## src/sv/brl_pkg.sv

```systemverilog
package brl_pkg;

	localparam int NumChunks = 64;
	localparam int AddrW     = (NumChunks > 1) ? $clog2(NumChunks) : 1;
	localparam int SlotW     = 6;
	localparam int SizeW     = 32;
	localparam int TotalW    = 38;
	localparam int BudgetW   = 40;
	localparam int CountW    = 32;
	localparam int MaxEvict  = 63;

	localparam logic CmdFill   = 1'b0;
	localparam logic CmdForget = 1'b1;

	typedef struct packed {
		logic             valid;
		logic [SlotW-1:0] id;
		logic [SizeW-1:0] size;
	} cell_t;

	typedef struct packed {
		logic             append;
		logic             remove;
		logic [SlotW-1:0] id;
		logic [SizeW-1:0] size;
	} chain_op_t;

endpackage

```

## src/sv/brl_cell.sv

```systemverilog
module brl_cell (
	input  logic               clk,
	input  logic               arst_n,
	input  brl_pkg::chain_op_t op,
	input  brl_pkg::cell_t     nbr,
	input  logic               prev_valid,
	input  logic               kill_in,
	output brl_pkg::cell_t     st,
	output logic               kill_out
);
	import brl_pkg::*;

	cell_t st_q;
	logic  match;

	assign st       = st_q;
	assign match    = st_q.valid && (st_q.id == op.id);
	assign kill_out = op.remove && (kill_in || match);

	// shift down from the neighbour once the removed entry lies at or below us
	always_ff @(posedge clk or negedge arst_n) begin
		if (!arst_n) begin
			st_q <= '0;
		end else if (kill_out) begin
			st_q <= nbr;
		end else if (op.append && !st_q.valid && prev_valid) begin
			st_q <= '{valid: 1'b1, id: op.id, size: op.size};
		end
	end
endmodule

```

## config.mk

```make
export PLATFORM = sky130hd
export DESIGN_NAME = brl_cell
export DESIGN_NICKNAME = d
export VERILOG_FILES = /design/src/sv/brl_pkg.sv /design/src/sv/brl_cell.sv
export SDC_FILE = /design/constraint.sdc
export NUM_CORES = 1
export LEC_CHECK = 0
export ABC_CLOCK_PERIOD_IN_PS = 3550
export BUFFER_PORTS_ARGS = -buffer_cell sky130_fd_sc_hd__buf_2
export CORE_UTILIZATION = 48
export DETAILED_ROUTE_END_ITERATION = 16
export PLACE_DENSITY = 0.95
export SYNTH_ARGS = -nofsm -noshare
export SYNTH_HDL_FRONTEND = slang
export SYNTH_SLANG_ARGS = --single-unit
```

## constraint.sdc

```tcl
create_clock -name clk -period 3.55 [get_ports clk]
set_clock_uncertainty 0.1 [all_clocks]
set_input_delay 0.71 -clock clk [delete_from_list [all_inputs] [get_ports clk]]
set_output_delay 0.71 -clock clk [all_outputs]
set_load 0.005 [all_outputs]
```

==> impl_metrics.ini <==
[outcome]
status = finished clean

[clocking]
ctsHoldBuffers = 0
root_buffer = clkbuf_8
postCtsSetupBuffers = 0
clock_sinks = 39
numCtsBuffers = 5
worstSkewPairLatency_ns = 0.28
cts_buffer_depth = 2
clkSlewWorstSetupHoldPaths_ns = 0.07
ctsResizeCount = 0
cts_tree = done
htree_levels = 2

[layout]
drive_gt1_frac = 0.806
largest_register_ffs = 39
finish.net_count = 342
final_common_cell = buf_2
antenna_cells = 0
layout_common_cells = buf_2, mux2_4, dfrtp_1
area_growth_pct = 31.6
fin_cells = 310

[floorplanning]
start_util = 0.499
core_sq_um = 4350
top_level_ports = 123
die_w_um = 69.3
die_area_sq_um = 4800
rows = 24
die_h_um = 69.3

[detailed_routing]
viasPerCell = 5.00
drt-initial-drc-count = 51
wire_per_inst_um = 14.2
drt-total-wl_um = 4400
antenna_left = 0
vias = 1551
route.detailed.drc = 0
dr.pass1.iters = 4

[worst_setup_path]
cp.required_ns = 2.74
end_kind = output port
crit_top_cell = buf_2
worstPathMaxFanout = 2
arrival_ns = 1.58
cp_slowest_cell = nor4_2
crit_path_cell_trace = buf_2, xor2_1, nor4_2, a22oi_2, inv_1, buf_2
worstSetupPathType = input pin to output port
slowest_delay_ns = 0.31
setup.worst_path.start_class = input pin

[power]
p_leak_uw = 0.00154
finalPower_uw = 1340
vdd_ir_drop_max_v = 0.000234
p_per_area_nw_per_um2 = 467

[logic_synthesis]
synth_top_area_share = 0.449
ys_types = 14
synth_area_leaders = dfrtp_1, mux2_4, mux2_2, buf_6, xor2_1
syn-num-nets = 220
syn_area_sq_um = 2170
ys_ff_latch = 39
synth_top_cell_by_area = dfrtp_1
postSynthCellCount = 137
yosys_warnings = 0
avgSynthCellArea_sq_um = 15.9
yosysSeqAreaShare = 0.449

[sta]
worst_pin_slew_ns = 0.862
rsz0062_at_grt = no
slew_violations = 0
relSlewSlack = 0.425
fin_crit_sh = 0.674
hold_violations = 0
setup_tns_ns = 0
max_freq_mhz = 418
finalSetupViolations = 0
post-route-min-period_ns = 2.39

[global_routing]
grt_overflow = 0
grt_antenna_before_repair = 0
track_usage = 0.195
grt_pass1_wl_um = 7340
grt_max_degree = 40
grt_pass1_vias = 1551

[placement]
dp.cells = 304
dp_hpwl_um = 3360
io_buffers = 122
place_congestion = 0.761

[hold_path]
min_path_type = input pin to async pin

[flow_run]
drv_cap = 0
==> per-stage QoR <==
step                      hold WS [ns]  worst slack, ns   util  area (sq um)
after global routing             0.510             1.07  0.657          2860
final                            0.438             1.16  0.657          2860
after floorplan                  0.314             1.23      -          2170
after CTS                        0.472             1.13  0.657          2860
after detailed placement         0.515             1.09  0.641          2790
after global placement           0.510             1.14  0.641          2790
==> report_power, final <==
part           leakage, uW  switching (uW)  internal, uW
Clock            0.0000371             134           131
Sequential        0.000455            54.1           540
Combinational      0.00105             158           319
==> critical path: cells and delay by family <==
kind,cells,cell delay [ns]
simple gates,1,0.31
buf+inv,3,0.30
xor+xnor,1,0.17
compound gates,1,0.09
==> layer usage <==
layer  vias to the layer above  global-route usage  wire length [um]
met5                         -                   0                 0
met4                         0              0.0476                42
met3                         6              0.0683               366
met2                        82               0.326              2210
met1                       728               0.240              1780
li1                        735                   -                 -
==> synthesized netlist by cell type <==
library cell and n:
inv_1 1, clkbuf_1 2, mux2_4 39, xor2_1 6
nand2_1 1, buf_6 5, nor4_2 1, buf_2 1
a22oi_2 1, nand3b_4 1, dfrtp_1 39, mux2_2 38
nor3_1 1, nand2b_1 1
==> final timing paths <==
check	startpoint	to	slack, ns	cells after the start
hold reg to reg	st[12]	st[12]	0.53	2
max in group asynchronous	arst_n	st[31]	2.38	1
setup reg to reg	st[37]	st[9]	1.55	5
hold / removal	arst_n	st[12]	0.44	1
setup / recovery	op[33]	kill_out	1.16	6
min in group clk	st[12]	st[12]	0.53	2
==> cell type report <==
class / count / area (sq um)
fillers: 310 / 1490
multi-input cells: 89 / 1130
flip-flops and latches: 39 / 976
repair buffers: 123 / 618
clock buffers: 6 / 72.6
well taps: 52 / 65.1
inverters: 1 / 3.75
==> cell families after synthesis <==
group / count (synthesis) / share of synthesized area
xor gates and xnor gates: 6 / 0.0242
AOI/OAI and AO/OA: 1 / 0.00575
muxes: 77 / 0.466
DFF: 39 / 0.449
and+or+nand+nor: 5 / 0.0219
buffers and inverters: 9 / 0.0334
Note: power is estimated with default switching activity, not from simulation.
