## src/sv/brl_ram.sv

```systemverilog
module brl_ram #(
	parameter int WIDTH = 32,
	parameter int DEPTH = 64
) (
	input  logic                                   clk,
	input  logic                                   we,
	input  logic [((DEPTH > 1) ? $clog2(DEPTH) : 1)-1:0] waddr,
	input  logic [WIDTH-1:0]                       wdata,
	input  logic                                   re,
	input  logic [((DEPTH > 1) ? $clog2(DEPTH) : 1)-1:0] raddr,
	output logic [WIDTH-1:0]                       rdata
);
	logic [WIDTH-1:0] mem_q [DEPTH];

	always_ff @(posedge clk) begin
		if (we) begin
			mem_q[waddr] <= wdata;
		end
		if (re) begin
			rdata <= mem_q[raddr];
		end
	end
endmodule

```

## config.mk

```make
export PLATFORM = sky130hd
export DESIGN_NAME = brl_ram
export DESIGN_NICKNAME = d
export VERILOG_FILES = /design/src/sv/brl_ram.sv
export SDC_FILE = /design/constraint.sdc
export NUM_CORES = 2
export LEC_CHECK = 0
export ABC_CLOCK_PERIOD_IN_PS = 10600
export BUFFER_PORTS_ARGS = -buffer_cell sky130_fd_sc_hd__buf_2
export CORE_ASPECT_RATIO = 1.2
export CORE_MARGIN = 4
export CORE_UTILIZATION = 42
export CTS_CLUSTER_DIAMETER = 30
export DETAILED_ROUTE_END_ITERATION = 10
export HOLD_SLACK_MARGIN = 0.08
export MAX_ROUTING_LAYER = met4
export PLACE_DENSITY_LB_ADDON = 0.2
export SYNTH_ARGS = -nofsm -noshare
export SYNTH_HDL_FRONTEND = slang
export SYNTH_SLANG_ARGS = --single-unit
```

## constraint.sdc

```tcl
create_clock -name clk -period 10.6 [get_ports clk]
set_input_delay 0.53 -clock clk [delete_from_list [all_inputs] [get_ports clk]]
set_output_delay 0.53 -clock clk [all_outputs]
set_load 0.1 [all_outputs]
```

==> out/qor_table.md <==
| Parameter | Value |
|:---|:---|
| Status | completed |
| Total track usage | 22.65% |
| Nets in the synthesized netlist | 3371 |
| Worst-case clock buffer depth | 4 |
| First-pass GRT wire length | 299.9 mm |
| Final setup TNS | 0 ps |
| Seq cells post-synth | 2080 |
| Maximum number of pins on one net before global-route repair | 100 |
| Final setup violating endpoints | 0 |
| Worst path arrival time | 4360 ps |
| Post-synthesis instance area | 78840 um2 |
| Required @ worst endpoint | 11240 ps |
| Crit-path max FO | 65 |
| Total of warnings raised by yosys | 0 |
| Total power density per cell area | 237.2 nW/um2 |
| PnR worst setup slack | 6883 ps |
| Clock transition time at the flip-flop clock pins of the worst setup and hold paths | 50 ps |
| CTS Hold Bufs | 0 |
| Category of the worst setup path launch point | input port |
| Vias | 37955 |
| Worst relative slew slack | 20.76% |
| Area used by sequential logic in the layout | 62460 um2 |
| Classification of the worst setup path | in -> reg |
| Count of final max-slew check failures | 0 |
| Endpoint type of the worst setup path | flip-flop |
| Post-Syn Instances | 3324 |
| Number of iterations in the first detailed-routing pass | 5 |
| Post-CTS Repair Setup Buffers | 0 |
| Period utilization | 35.06% |
| Drt wl/cell | 32.47 um |
| Port bufs | 78 |
| Layout overhead on the synthesized area | 22.98% |
| H-tree levels | 5 |
| Number of fill cells | 14172 |
| Number of unique standard cell types used by synthesis | 33 |
| Number of nets in the layout | 3813 |
| Clock latency of the later-clocked register in the worst-skew pair | 940 ps |
| IO Pins | 79 |
| Peak supply drop | 0.0001812 V |
| Clock Sink Count | 2080 |
| Core region area | 185900 um2 |
| Global route overflow | 0 |
| Area of the multi-input gates | 15970 um2 |
| Drc violations | 0 |
| Number of routed nets with antenna violations | 0 |
| Final critical delay including setup and external delays | 3717 ps |
| Setup WS pre-CTS | 5884 ps |
| Actual slew at the worst max-slew pin | 1189 ps |
| Hold Violations, Final | 0 |
| Max Cap Violations | 0 |
| Gpl congestion | 0.8111 |
| Share of cells above drive strength 1 | 36.53% |
| Total wirelength of the detailed-routed design | 213.0 mm |
| Worst Clk Skew | 48.93 ps |
| Unrepaired setup endpoints after global routing | no |
| Post-CTS sizing | 0 |
| Timing-limited maximum frequency | 0.2691 GHz |
| Number of global-route vias before repair | 39580 |
| Full die area | 194700 um2 |
| Number of buffers created by CTS | 407 |
| Half-perimeter wire length of the detailed placement result | 109.5 mm |
| Starting DRT DRC Count | 4719 |
| Starting Density | 42.40% |
| Sequential cell area fraction in the yosys report | 79.23% |
| Standby leakage power | 31.12 nW |
| Mean instance size in the synthesized netlist | 23.72 um2 |
| Chip Height | 482.6 um |
| Count of standard-cell rows | 173 |
| Initial antenna violation count | 22 |
| Tightest Hold Check Type | in -> reg |
| CTS tree | yes |
| Buffer cell driving the clock tree root | sky130_fd_sc_hd__clkbuf_16 |
| Via density | 5.787 |
| Die width | 403.5 um |
## worst paths after layout
check                                      to           from  cells after the start  slack, ps
worst max-delay path                rdata[27]       raddr[1]                      7       6880
worst min-delay path            mem_q[51][17]       waddr[1]                      3        240
worst max register to register      rdata[28]  mem_q[46][28]                      4       7930
worst min register to register       rdata[4]   mem_q[29][4]                      4        810
## where the power goes
part,internal [mW],leakage [nW],switching (mW),total [mW]
logic,0.297,5.71,0.651,0.948
registers,9.15,18.7,0.0281,9.18
clock network,8.68,6.67,4.20,12.9
## worst max-delay path, stage by stage
cell	delay, ps
sky130_fd_sc_hd__buf_8	520
sky130_fd_sc_hd__buf_4	640
sky130_fd_sc_hd__buf_4	810
sky130_fd_sc_hd__mux4_2	430
sky130_fd_sc_hd__mux4_2	540
sky130_fd_sc_hd__o22ai_1	600
sky130_fd_sc_hd__nor2_1	130
## Yosys cell counts
cell type / number / area [um2]
sky130_fd_sc_hd__a22oi_1: 12 / 90.09
sky130_fd_sc_hd__nand4_1: 2 / 12.51
sky130_fd_sc_hd__and2_1: 2 / 12.51
sky130_fd_sc_hd__or2_2: 1 / 6.260
sky130_fd_sc_hd__a311oi_1: 8 / 70.07
sky130_fd_sc_hd__nor3_1: 7 / 35.03
sky130_fd_sc_hd__a31oi_1: 1 / 6.260
sky130_fd_sc_hd__or3_1: 3 / 18.77
sky130_fd_sc_hd__a21oi_1: 62 / 310.3
sky130_fd_sc_hd__or3b_1: 2 / 17.52
sky130_fd_sc_hd__mux4_2: 544 / 12250
sky130_fd_sc_hd__and3_1: 4 / 25.02
sky130_fd_sc_hd__o22ai_1: 84 / 525.5
sky130_fd_sc_hd__nor2b_1: 15 / 93.84
sky130_fd_sc_hd__edfxtp_1: 2080 / 62460
sky130_fd_sc_hd__or2_0: 1 / 6.260
sky130_fd_sc_hd__nor2_1: 137 / 514.2
sky130_fd_sc_hd__nand3_1: 5 / 25.02
sky130_fd_sc_hd__buf_1: 21 / 78.83
sky130_fd_sc_hd__or3b_2: 3 / 26.28
sky130_fd_sc_hd__or2_1: 1 / 6.260
sky130_fd_sc_hd__o221ai_1: 27 / 236.5
sky130_fd_sc_hd__a41o_1: 4 / 40.04
sky130_fd_sc_hd__buf_6: 5 / 56.30
sky130_fd_sc_hd__clkbuf_1: 74 / 277.8
sky130_fd_sc_hd__mux2i_1: 93 / 930.9
sky130_fd_sc_hd__nand2_1: 26 / 97.59
sky130_fd_sc_hd__buf_4: 25 / 187.7
sky130_fd_sc_hd__nand3b_1: 5 / 37.54
sky130_fd_sc_hd__o32ai_1: 4 / 35.03
sky130_fd_sc_hd__nand4b_1: 1 / 8.760
sky130_fd_sc_hd__buf_2: 57 / 285.3
sky130_fd_sc_hd__nand2b_1: 8 / 50.05
## sequential cells by signal, summed over array words and instances, names as in the netlist
name	cells
rdata	32
mem_q	2048
## layer usage
metal | vias to the layer above | GRT usage [%] | wire [um]
met5 | - | - | 0
met4 | 0 | 7.371 | 6264
met3 | 305 | 4.711 | 17100
met2 | 1601 | 36.27 | 106100
met1 | 20661 | 29.31 | 83460
li1 | 15388 | - | -
## kinds of logic after synthesis
kind of cell	Yosys count	share of synthesized area, %
multiplexers	637	16.72
AO/OA/AOI/OAI	202	1.666
flip-flops	2080	79.23
AND/OR/NAND/NOR	223	1.260
buffers and inverters	182	1.124
## layout by cell type (no fill, tap or decap), drive strengths merged, types with 12 or more instances in the layout
master	count
mux4	544
clkinvlp	56
a22oi	12
diode	14
a21oi	62
nor2b	15
mux2i	93
inv	25
buf	215
clkinv	145
bufinv	64
nand2	26
nor2	137
o22ai	84
clkbuf	448
o221ai	27
edfxtp	2080
## through the flow
stage / total power [mW] / util [%] / instance area (um2) / std cells / hold WS [ps]
3_5_place_dp: 10.29 / 44.64 / 83000 / 5807 / 824.9
2_1_floorplan: 9.846 / - / 78840 / 3324 / 628.9
5_1_grt: 23.66 / 52.13 / 96930 / 6551 / 224.8
6_report: 23.00 / 52.14 / 96950 / 6559 / 241.2
3_3_place_gp: 10.28 / 44.64 / 83000 / 5807 / 835.3
4_1_cts: 23.19 / 52.12 / 96910 / 6545 / 178.3
## final cells by class
| cell class | instances | share of cell area, % |
|---|---|---|
| clock inverters | 290 | 3.536 |
| clock buffers | 448 | 10.82 |
| well taps | 2450 | 3.162 |
| repair buffers | 215 | 1.553 |
| diodes | 14 | 0.03614 |
| flip-flops and latches | 2080 | 64.43 |
| multi-input cells | 1062 | 16.47 |
No activity file was read; power rests on OpenSTA's default activity.
